==> src/hdl/gzhp_pkg.sv <==
// Package: shared types, codes and helpers for the gzip header parser.
package gzhp_pkg;

   localparam logic [7:0] MAGIC0_BYTE   = 8'h1f;
   localparam logic [7:0] MAGIC1_BYTE   = 8'h8b;
   localparam logic [7:0] METHOD_DEFL   = 8'h08;
   localparam logic [7:0] FLAGS_RSVD    = 8'he0;
   localparam logic [15:0] FIXED_LEN    = 16'd6;
   localparam logic [15:0] HCRC_LEN     = 16'd2;

   // Stored flag bits (the header flags byte shifted right by one).
   localparam int FL_HCRC_BIT    = 0;
   localparam int FL_EXTRA_BIT   = 1;
   localparam int FL_NAME_BIT    = 2;
   localparam int FL_COMMENT_BIT = 3;

   typedef enum logic [3:0] {
      PH_MAGIC0  = 4'd0,
      PH_MAGIC1  = 4'd1,
      PH_METHOD  = 4'd2,
      PH_FLAGS   = 4'd3,
      PH_FIXED   = 4'd4,
      PH_XLEN0   = 4'd5,
      PH_XLEN1   = 4'd6,
      PH_EXTRA   = 4'd7,
      PH_NAME    = 4'd8,
      PH_COMMENT = 4'd9,
      PH_HCRC    = 4'd10,
      PH_PAYLOAD = 4'd11
   } phase_type;

   typedef enum logic [2:0] {
      ST_HEADER    = 3'd0,
      ST_PAYLOAD   = 3'd1,
      ST_BADMAGIC  = 3'd2,
      ST_BADMETHOD = 3'd3,
      ST_TRUNC     = 3'd4,
      ST_EMPTY     = 3'd5
   } status_type;

   typedef struct packed {
      phase_type   phase;
      logic [3:0]  flags;
      logic [15:0] skip;
      status_type  sticky;
   } state_type;

   typedef struct packed {
      status_type  status;
      logic [7:0]  payload;
      logic        done;
   } result_type;

   typedef struct packed {
      phase_type   phase;
      logic        load_hcrc;
      logic        done;
   } part_type;

   // Find the first flagged header part at or after 'from'.
   function automatic part_type enter_part(input phase_type from, input logic [3:0] flags);
      part_type p;
      p.phase     = PH_PAYLOAD;
      p.load_hcrc = 1'b0;
      p.done      = 1'b0;
      if (from <= PH_XLEN0 && flags[FL_EXTRA_BIT]) begin
         p.phase = PH_XLEN0;
      end else if (from <= PH_NAME && flags[FL_NAME_BIT]) begin
         p.phase = PH_NAME;
      end else if (from <= PH_COMMENT && flags[FL_COMMENT_BIT]) begin
         p.phase = PH_COMMENT;
      end else if (from <= PH_HCRC && flags[FL_HCRC_BIT]) begin
         p.phase     = PH_HCRC;
         p.load_hcrc = 1'b1;
      end else begin
         p.done = 1'b1;
      end
      return p;
   endfunction

endpackage

==> src/hdl/gzhp_step.sv <==
// Combinational per-byte step: next parser state and the result for one transaction.
module gzhp_step (
   input  gzhp_pkg::state_type  cur,
   input  logic [7:0]           data_byte,
   input  logic                 end_of_data,
   input  logic                 restart,
   output gzhp_pkg::state_type  nxt,
   output gzhp_pkg::result_type res
);

   gzhp_pkg::state_type st;
   gzhp_pkg::part_type  part;
   logic [15:0]         skip_dec;
   logic [15:0]         xlen;

   always_comb begin
      st = cur;
      if (restart) begin
         st.phase  = gzhp_pkg::PH_MAGIC0;
         st.flags  = 4'd0;
         st.skip   = 16'd0;
         st.sticky = gzhp_pkg::ST_HEADER;
      end

      nxt         = st;
      res.status  = gzhp_pkg::ST_HEADER;
      res.payload = 8'd0;
      res.done    = 1'b0;
      skip_dec    = st.skip - 16'd1;
      xlen        = st.skip | {data_byte, 8'd0};
      part        = gzhp_pkg::enter_part(gzhp_pkg::PH_PAYLOAD, st.flags);

      if (st.sticky != gzhp_pkg::ST_HEADER) begin
         res.status = st.sticky;
      end else if (end_of_data) begin
         if (st.phase == gzhp_pkg::PH_MAGIC0 || st.phase >= gzhp_pkg::PH_PAYLOAD) begin
            res.status = gzhp_pkg::ST_EMPTY;
         end else begin
            res.status = gzhp_pkg::ST_TRUNC;
            nxt.sticky = gzhp_pkg::ST_TRUNC;
         end
      end else begin
         unique case (st.phase)
            gzhp_pkg::PH_MAGIC0: begin
               if (data_byte != gzhp_pkg::MAGIC0_BYTE) begin
                  res.status = gzhp_pkg::ST_BADMAGIC;
                  nxt.sticky = gzhp_pkg::ST_BADMAGIC;
               end else begin
                  nxt.phase = gzhp_pkg::PH_MAGIC1;
               end
            end
            gzhp_pkg::PH_MAGIC1: begin
               if (data_byte != gzhp_pkg::MAGIC1_BYTE) begin
                  res.status = gzhp_pkg::ST_BADMAGIC;
                  nxt.sticky = gzhp_pkg::ST_BADMAGIC;
               end else begin
                  nxt.phase = gzhp_pkg::PH_METHOD;
               end
            end
            gzhp_pkg::PH_METHOD: begin
               if (data_byte != gzhp_pkg::METHOD_DEFL) begin
                  res.status = gzhp_pkg::ST_BADMETHOD;
                  nxt.sticky = gzhp_pkg::ST_BADMETHOD;
               end else begin
                  nxt.phase = gzhp_pkg::PH_FLAGS;
               end
            end
            gzhp_pkg::PH_FLAGS: begin
               if ((data_byte & gzhp_pkg::FLAGS_RSVD) != 8'd0) begin
                  res.status = gzhp_pkg::ST_BADMETHOD;
                  nxt.sticky = gzhp_pkg::ST_BADMETHOD;
               end else begin
                  nxt.flags = data_byte[4:1];
                  nxt.skip  = gzhp_pkg::FIXED_LEN;
                  nxt.phase = gzhp_pkg::PH_FIXED;
               end
            end
            gzhp_pkg::PH_FIXED: begin
               nxt.skip = skip_dec;
               part     = gzhp_pkg::enter_part(gzhp_pkg::PH_XLEN0, st.flags);
               if (skip_dec == 16'd0) begin
                  nxt.phase = part.phase;
                  res.done  = part.done;
                  if (part.load_hcrc) nxt.skip = gzhp_pkg::HCRC_LEN;
               end
            end
            gzhp_pkg::PH_XLEN0: begin
               nxt.skip  = {8'd0, data_byte};
               nxt.phase = gzhp_pkg::PH_XLEN1;
            end
            gzhp_pkg::PH_XLEN1: begin
               nxt.skip = xlen;
               part     = gzhp_pkg::enter_part(gzhp_pkg::PH_NAME, st.flags);
               if (xlen == 16'd0) begin
                  nxt.phase = part.phase;
                  res.done  = part.done;
                  if (part.load_hcrc) nxt.skip = gzhp_pkg::HCRC_LEN;
               end else begin
                  nxt.phase = gzhp_pkg::PH_EXTRA;
               end
            end
            gzhp_pkg::PH_EXTRA: begin
               nxt.skip = skip_dec;
               part     = gzhp_pkg::enter_part(gzhp_pkg::PH_NAME, st.flags);
               if (skip_dec == 16'd0) begin
                  nxt.phase = part.phase;
                  res.done  = part.done;
                  if (part.load_hcrc) nxt.skip = gzhp_pkg::HCRC_LEN;
               end
            end
            gzhp_pkg::PH_NAME: begin
               part = gzhp_pkg::enter_part(gzhp_pkg::PH_COMMENT, st.flags);
               if (data_byte == 8'd0) begin
                  nxt.phase = part.phase;
                  res.done  = part.done;
                  if (part.load_hcrc) nxt.skip = gzhp_pkg::HCRC_LEN;
               end
            end
            gzhp_pkg::PH_COMMENT: begin
               part = gzhp_pkg::enter_part(gzhp_pkg::PH_HCRC, st.flags);
               if (data_byte == 8'd0) begin
                  nxt.phase = part.phase;
                  res.done  = part.done;
                  if (part.load_hcrc) nxt.skip = gzhp_pkg::HCRC_LEN;
               end
            end
            gzhp_pkg::PH_HCRC: begin
               nxt.skip = skip_dec;
               if (skip_dec == 16'd0) begin
                  nxt.phase = part.phase;
                  res.done  = part.done;
               end
            end
            default: begin
               // payload, and any unused phase code
               res.status  = gzhp_pkg::ST_PAYLOAD;
               res.payload = data_byte;
            end
         endcase
      end
   end

endmodule

==> src/hdl/gzip_header_parser.sv <==
// Top level: gzip member header parser, one stream byte per transaction.
//
// Each request transaction carries one byte of a gzip stream (or an end-of-data
// mark) and produces exactly one response transaction: a status code, the
// payload byte when the byte lies past the header, and a header-done flag on
// the byte that completes the member header. The parser checks the magic bytes,
// requires deflate method with reserved flag bits clear, skips the fixed fields
// and any flagged extra field, name, comment and header CRC. Errors (bad magic,
// bad method or flags, truncation) stick until a transaction with restart set.
// Throughput is one byte per clock cycle unless response backpressure holds the
// flow. An accepted byte sits in the request register, then its response sits in
// the response register, with the whole per-byte state update done in a single
// combinational step between them. The response register decouples the sides:
// a new byte is taken while an earlier response waits to be taken, and
// backpressure on the response stalls the request side only when both registers
// are full.
module gzip_header_parser (
   input  logic       clock,
   input  logic       reset,
   // request channel
   input  logic       req_valid,
   output logic       req_stall,
   input  logic [7:0] req_data_byte,
   input  logic       req_end_of_data,
   input  logic       req_restart,
   // response channel
   output logic       rsp_valid,
   input  logic       rsp_stall,
   output logic [2:0] rsp_status,
   output logic [7:0] rsp_payload_out,
   output logic       rsp_header_done
);

   // request register
   logic       in_valid_ff, in_valid_in;
   logic [7:0] in_byte_ff, in_byte_in;
   logic       in_eod_ff, in_eod_in;
   logic       in_restart_ff, in_restart_in;

   // parser state
   gzhp_pkg::state_type state_ff, state_in;
   gzhp_pkg::state_type step_state;

   // response register
   logic                 out_valid_ff, out_valid_in;
   gzhp_pkg::result_type out_ff, out_in;
   gzhp_pkg::result_type step_result;

   logic advance;   // request register hands its transaction on this cycle
   logic req_take;

   // Advance when the response register is empty or being drained.
   assign advance   = !out_valid_ff || !rsp_stall;
   // Hold a new request only while a staged one cannot advance.
   assign req_stall = in_valid_ff && !advance;
   assign req_take  = req_valid && !req_stall;

   gzhp_step u_step (
      .cur         (state_ff),
      .data_byte   (in_byte_ff),
      .end_of_data (in_eod_ff),
      .restart     (in_restart_ff),
      .nxt         (step_state),
      .res         (step_result)
   );

   always_comb begin
      in_valid_in   = in_valid_ff;
      in_byte_in    = in_byte_ff;
      in_eod_in     = in_eod_ff;
      in_restart_in = in_restart_ff;
      state_in      = state_ff;
      out_valid_in  = out_valid_ff;
      out_in        = out_ff;

      if (advance) begin
         in_valid_in  = 1'b0;
         out_valid_in = in_valid_ff;
         if (in_valid_ff) begin
            // Commit the state update together with its response.
            state_in = step_state;
            out_in   = step_result;
         end
      end
      if (req_take) begin
         in_valid_in   = 1'b1;
         in_byte_in    = req_data_byte;
         in_eod_in     = req_end_of_data;
         in_restart_in = req_restart;
      end
   end

   always_ff @(posedge clock) begin
      if (reset) begin
         in_valid_ff     <= 1'b0;
         out_valid_ff    <= 1'b0;
         state_ff.phase  <= gzhp_pkg::PH_MAGIC0;
         state_ff.flags  <= 4'd0;
         state_ff.skip   <= 16'd0;
         state_ff.sticky <= gzhp_pkg::ST_HEADER;
      end else begin
         in_valid_ff  <= in_valid_in;
         out_valid_ff <= out_valid_in;
         state_ff     <= state_in;
      end
      in_byte_ff    <= in_byte_in;
      in_eod_ff     <= in_eod_in;
      in_restart_ff <= in_restart_in;
      out_ff        <= out_in;
   end

   assign rsp_valid       = out_valid_ff;
   assign rsp_status      = out_ff.status;
   assign rsp_payload_out = out_ff.payload;
   assign rsp_header_done = out_ff.done;

endmodule

==> config.mk <==
export PLATFORM = sky130hd
export DESIGN_NAME = gzip_header_parser
export DESIGN_NICKNAME = d
export VERILOG_FILES = /design/src/hdl/gzhp_pkg.sv /design/src/hdl/gzhp_step.sv /design/src/hdl/gzip_header_parser.sv
export SDC_FILE = /design/constraint.sdc
export NUM_CORES = 1
export LEC_CHECK = 0
export BUFFER_PORTS_ARGS = -buffer_cell sky130_fd_sc_hd__buf_2
export CAP_MARGIN = 10
export CORE_AREA = 3 3 109 100
export CTS_CLUSTER_DIAMETER = 100
export DETAILED_ROUTE_END_ITERATION = 6
export DIE_AREA = 0 0 112 103
export GPL_ROUTABILITY_DRIVEN = 0
export GPL_TIMING_DRIVEN = 0
export PLACE_DENSITY = 0.65
export SLEW_MARGIN = 20
export SYNTH_ARGS = -nofsm -noshare
export SYNTH_HDL_FRONTEND = slang
export SYNTH_SLANG_ARGS = --single-unit
==> constraint.sdc <==
create_clock -name clock -period 4.44 [get_ports clock]
set_clock_uncertainty 0.1 [all_clocks]
set_input_delay 0.444 -clock clock [delete_from_list [all_inputs] [get_ports clock]]
set_output_delay 0.444 -clock clock [all_outputs]
set_load 0.005 [all_outputs]
# ---- Word-level counts from Yosys, hierarchy flattened
# Index checks and enable logic that the tools add are counted.
dict set report classes {
  n_addsub 1
  magnitude_cmp 1
  n_eq_ne 13
  n_mux 73
  n_bitwise 1
  n_reduce_logical 19
}
# op n
set ops {}
lappend ops {{2-to-1 mux 16 bit} 10}
lappend ops {{case mux 16 bit (8 select lines)} 1}
lappend ops {{2-to-1 mux 6 bit} 12}
lappend ops {{2-to-1 mux 27 bit} 2}
lappend ops {{2-to-1 mux 4 bit} 13}
lappend ops {{2-to-1 mux 24 bit} 2}
lappend ops {{case mux 4 bit (11 select lines)} 1}
lappend ops {{logical NOT 16 bit} 2}
lappend ops {{2-to-1 mux 3 bit} 8}
lappend ops {{2-to-1 mux 2 bit} 11}
lappend ops {{equality test 4 x 3 -> 1 bit (second input constant)} 4}
lappend ops {{OR 16 bit} 1}
lappend ops {{subtractor 16 x 1 -> 16 bit (second input constant)} 1}
lappend ops {{case mux 3 bit (5 select lines)} 1}
lappend ops {{OR reduction 13 bit} 1}
lappend ops {{equality test 4 bit (second input constant)} 3}
lappend ops {{case mux 3 bit (4 select lines)} 1}
lappend ops {{2-to-1 mux 1 bit} 10}
lappend ops {{equality test 4 x 2 -> 1 bit (second input constant)} 2}
lappend ops {{logical NOT 8 bit} 1}
lappend ops {{!= test 8 x 4 -> 1 bit (second input constant)} 1}
lappend ops {{!= test 8 x 5 -> 1 bit (second input constant)} 1}
lappend ops {{!= test 8 bit (second input constant)} 1}
lappend ops {{nonzero test 8 bit} 1}
lappend ops {{12 further kinds} 17}
dict set report word_totals {
  ff_bits 51
  word_cells 120
}

# ---- Longest topological paths before layout
dict set report logic_depth {
  ltp_word 13
  ltp_mapped 12
  mapped_depth_nobuf 10
}

# ---- Modules after synthesis
# From an unflattened synthesis, not the netlist that was laid out.
dict set report unflattened {
  hier_cells 476
  area_unflattened_um2 3972.6
}
# module n_inst cells_per_inst area_per_inst_um2
set modules_own_cells {}
lappend modules_own_cells {gzhp_step 1 327 2006.9}
lappend modules_own_cells {gzip_header_parser 1 149 1965.6}

# ---- Worst setup path before layout
# No wires, ideal clock.
dict set report synth_path {
  path_kind {register to register}
  startpoint {register in_restart_ff}
  endpoint {register state_ff[26] in the netlist's numbering}
  setup_ps 70
  arrival_time_ps 3433
  slack_ps 836
  stages_incl_launch_ff 12
  n_path_buf 1
  synth_period_minus_slack_ps 3604
  cell_sequence {edfxtp_1 > inv_1 > clkbuf_1 > nand2_1 > ha_1 > or4b_1 > nor3b_1 > o311ai_1 > or4_1 > or4_4 > or4_1 > a21oi_1}
}
dict set report synth_via {
  elab_chain_cells 9
  elab_cells_between_ends 38
}
# item line_no
set synth_lines {}
lappend synth_lines {{start: declaration} gzip_header_parser.sv:38} ;# logic in_restart_ff, in_restart_in;
lappend synth_lines {{start signal: assignment} gzip_header_parser.sv:108} ;# in_restart_ff <= in_restart_in;
lappend synth_lines {{2-to-1 mux 27 bit (*)} gzhp_step.sv:18} ;# if (restart) begin
lappend synth_lines {{parallel branches: the longest is 7 deep, another holds subtractor 16 x 1 -> 16 bit} --}
lappend synth_lines {{2-to-1 mux 27 bit (*)} gzhp_step.sv:33} ;# if (st.sticky != gzhp_pkg::ST_HEADER) begin
lappend synth_lines {{end signal: assignment} gzip_header_parser.sv:104} ;# state_ff <= state_in;
lappend synth_lines {{end: declaration} gzip_header_parser.sv:41} ;# gzhp_pkg::state_type state_ff, state_in;
# Mark *: on every way between the ends. The select of a mux whose other input is x is not followed.
# A chain may end at the register's enable or synchronous reset.

# ---- Final worst setup path
dict set report layout_path {
  startpoint {register in_restart_ff}
  endpoint {register state_ff[12] in the netlist's numbering}
}
dict set report layout_via {
  elab_chain_cells 13
  elab_cells_between_ends 47
}
# item line_no
set layout_lines {}
lappend layout_lines {{2-to-1 mux 27 bit (*)} gzhp_step.sv:18}
lappend layout_lines {{parallel branches: the longest is 11 deep, another holds subtractor 16 x 1 -> 16 bit} --}
lappend layout_lines {{2-to-1 mux 27 bit (*)} gzhp_step.sv:33}
# Marked as above.

==> results.json <==
{
  "seq_area_frac_synth_pct": 33.5,
  "total_power_uw": 936,
  "dr.pass1.iters": 7,
  "dp_hpwl_mm": 9.18,
  "synth_top_family_by_area": "simple AND/OR/NAND/NOR gates",
  "h-tree-depth": 2,
  "cp_slowest_cell": "or4b_1",
  "setup_viol": 0,
  "rr_worst_depth": 10,
  "rsz0062_at_grt": "false",
  "cts.sink_count": 51,
  "grt_pass1_wl_mm": 20.5,
  "nets": 521,
  "syn_nets": 485,
  "fin_area_sq_um": 4140,
  "power.leakage_uw": 0.00149,
  "worstMarginPinSlew_ps": 1070,
  "hold_path.class": "primary input to flip-flop",
  "ys_ff_latch": 51,
  "post-route-min-period_ps": 4190,
  "syn_area_sq_um": 3710,
  "async_reset_ff_share_pct": 0,
  "fp-row-count": 34,
  "avgSynthCellArea_sq_um": 7.91,
  "cts_tree": "built",
  "drt-total-wl_mm": 12.6,
  "synth_warnings": 0,
  "setup-tns-final_ps": 0,
  "antenna_found_initial": 0,
  "synth_edf_count": 22,
  "port_buffers": 27,
  "synth_simple_gate_area_share_pct": 31.1,
  "fillers": 958,
  "cts_made_buffers": 5,
  "muxShareOfSynthArea_pct": 0.304,
  "ir_drop_mv": 0.161,
  "multi_input_area_sq_um": 2320,
  "cts_buffer_depth": 2,
  "grt_overflow": 0,
  "synthXorXnorAreaFrac_pct": 1.42,
  "ys_types": 66,
  "clk_pin_slew_ps": 100,
  "slew_headroom_pct": 28.4,
  "cp_common_cell": "nand2_1",
  "worstPathMaxFanout": 15,
  "grt.total_usage_pct": 22.1,
  "drive_above_1_share_pct": 12.3,
  "insertion_delay_ps": 320,
  "synth_top_flop_cell": "dfxtp_1",
  "crit_start": "in_restart_ff",
  "die_area_sq_um": 11500,
  "grt_max_degree": 22,
  "crit_path_start_kind": "flip-flop",
  "start_util_pct": 38.1,
  "reg2reg_to": "state_ff[12]",
  "finalMaxSlewViolations": 0,
  "reg2reg_slack_ps": 250,
  "cts_root_buf": "clkbuf_8",
  "powerDensity_nw_per_um2": 226,
  "run_status": "finished clean",
  "grt_pass1_vias": 3848,
  "crit_arrival_ps": 4260,
  "utilization_pct": 42.5,
  "synthCells": 469,
  "r2r-start": "in_restart_ff",
  "postPlaceCellArea_sq_um": 4020,
  "drc": 0,
  "timing.final.crit_share_pct": 94.4,
  "n_antenna_cell": 0,
  "yosys.area_share.adder_pct": 0.675,
  "die_w_microns": 112,
  "hold_viol": 0,
  "drt_iter0_drc": 806,
  "wl_per_cell_microns": 19.9,
  "synth-compound-area-share_pct": 28.4,
  "area_delta_synth_final_pct": 11.5,
  "setup.worst_path.end": "state_ff[12]",
  "cp.required_ps": 4510,
  "path_class": "flip-flop to flip-flop",
  "ant_nets": 0,
  "vias_per_cell": 6.56,
  "die_h_microns": 103,
  "max_stage_delay_ps": 710,
  "hold_buffers": 0,
  "ff_latch_area_sq_um": 1240,
  "design.core.area_sq_um": 9740,
  "max_freq_mhz": 239,
  "num_io_pins": 28,
  "path_cells": "inv_1, nand2_1, ha_1, clkbuf_1, o21ai_1, or4b_1, a211oi_4, nand2_1, o21ai_0, a211oi_1",
  "critPathCaptureType": "flip-flop",
  "drv_cap": 0,
  "num_vias": 4148
}
[sequential cells by signal, summed over array words and instances (netlist names)]
| register | count |
|---|---|
| in_valid_ff | 1 |
| in_restart_ff | 1 |
| state_ff | 27 |
| rsp_header_done | 1 |
| in_eod_ff | 1 |
| rsp_status | 3 |
| rsp_payload_out | 8 |
| rsp_valid | 1 |
| in_byte_ff | 8 |
[where the power goes]
part	switching, uW	leakage, uW	internal (uW)
Sequential	14.5	0.000443	504
Clock	172	0.0000461	114
Combinational	88.6	0.000999	42.3
Total	275	0.00149	660
[synth_stat cells (3+ instances only)]
cell	count	area, sq um
a211o_1	4	35.0
a211oi_1	10	75.1
a21o_1	6	45.0
a21oi_1	42	210
a221o_1	3	30.0
a22o_1	4	35.0
a22oi_1	8	60.1
a32o_1	4	40.0
and2_1	10	62.6
and3_1	5	31.3
buf_1	4	15.0
clkbuf_1	22	82.6
dfxtp_1	29	581
edfxtp_1	22	661
inv_1	11	41.3
nand2_1	47	176
nand2b_1	3	18.8
nand3_1	12	60.1
nand3b_1	5	37.5
nand4_1	6	37.5
nor2_1	44	165
nor2b_1	9	56.3
nor3_1	20	100
nor3b_1	5	37.5
nor4_1	12	75.1
o211ai_1	4	30.0
o21ai_0	21	105
o22ai_1	4	25.0
o2bb2ai_1	3	26.3
o31a_1	5	43.8
o31ai_1	6	45.0
o41ai_1	6	52.6
or2_2	7	43.8
or3_1	11	68.8
or4_1	7	52.6
xnor2_1	6	52.6
[cell type report]
type,count,area share [%]
Multi-Input combinational cell,377,56.1
Timing Repair Buffer,30,3.75
Clock buffer,5,1.66
Buffer,29,3.08
Inverter,11,0.998
Sequential cell,51,30.0
Clock inverter,3,0.575
Tap cell,126,3.81
[kinds of logic after synthesis]
family	count (synthesis)
and+or+nand+nor	215
AOI/OAI and AO/OA	153
DFF	51
buffers and inverters	41
xor gates and xnor gates	6
adders and majority gates	2
muxes	1
[through the flow]
stage | worst slack, ps | hold WS, ps | cells
floorplan | 836 | 350 | 469
global placement | -118 | 362 | 622
detailed placement | -129 | 398 | 623
CTS | 2.27 | 191 | 631
global route | 65.3 | 175 | 632
finish | 249 | 196 | 632
[critical path, delay by kind of cell (launching register included)]
family,cells,cell delay [ps]
AOI/OAI and AO/OA,4,1330
and+or+nand+nor,3,1150
buffers and inverters,2,720
DFF,1,440
adders and majority gates,1,290
[timing repair]
item	4_1_cts	5_1_grt
resized for setup	1	2
setup endpoints to repair	2	13
setup buffers	0	2
[how the worst min path moves through the flow]
| stage | cells past startpoint | from | to |
|---|---|---|---|
| after floorplan | 2 | in_valid_ff | rsp_valid |
| after global placement | 2 | in_valid_ff | rsp_valid |
| after detailed placement | 2 | state_ff[0] | state_ff[0] |
| after CTS | 1 | req_data_byte[0] | in_byte_ff[0] |
| after global routing | 1 | req_data_byte[0] | in_byte_ff[0] |
| final | 1 | req_data_byte[0] | in_byte_ff[0] |
[metal layers]
| layer | share of wire, % | GRT usage [%] |
|---|---|---|
| met2 | 42 | 33.8 |
| met1 | 41 | 29.9 |
| met5 | 0 | 0 |
| met4 | 3.6 | 8.32 |
| met3 | 13 | 6.10 |
[layout by cell type (no fill, tap or decap), types with 7 or more instances in the layout]
master	synthesis	routed
nand2_1	47	47
nor2_1	44	44
a21oi_1	42	42
buf_2	2	30
dfxtp_1	29	29
edfxtp_1	22	22
clkbuf_1	22	20
o21ai_0	21	20
nor3_1	20	19
nand3_1	12	12
inv_1	11	11
or3_1	11	11
nor4_1	12	10
a211oi_1	10	10
and2_1	10	10
nor2b_1	9	9
a22oi_1	8	8
or2_2	7	7
or4_1	7	7
No activity file was read; power rests on OpenSTA's default activity.
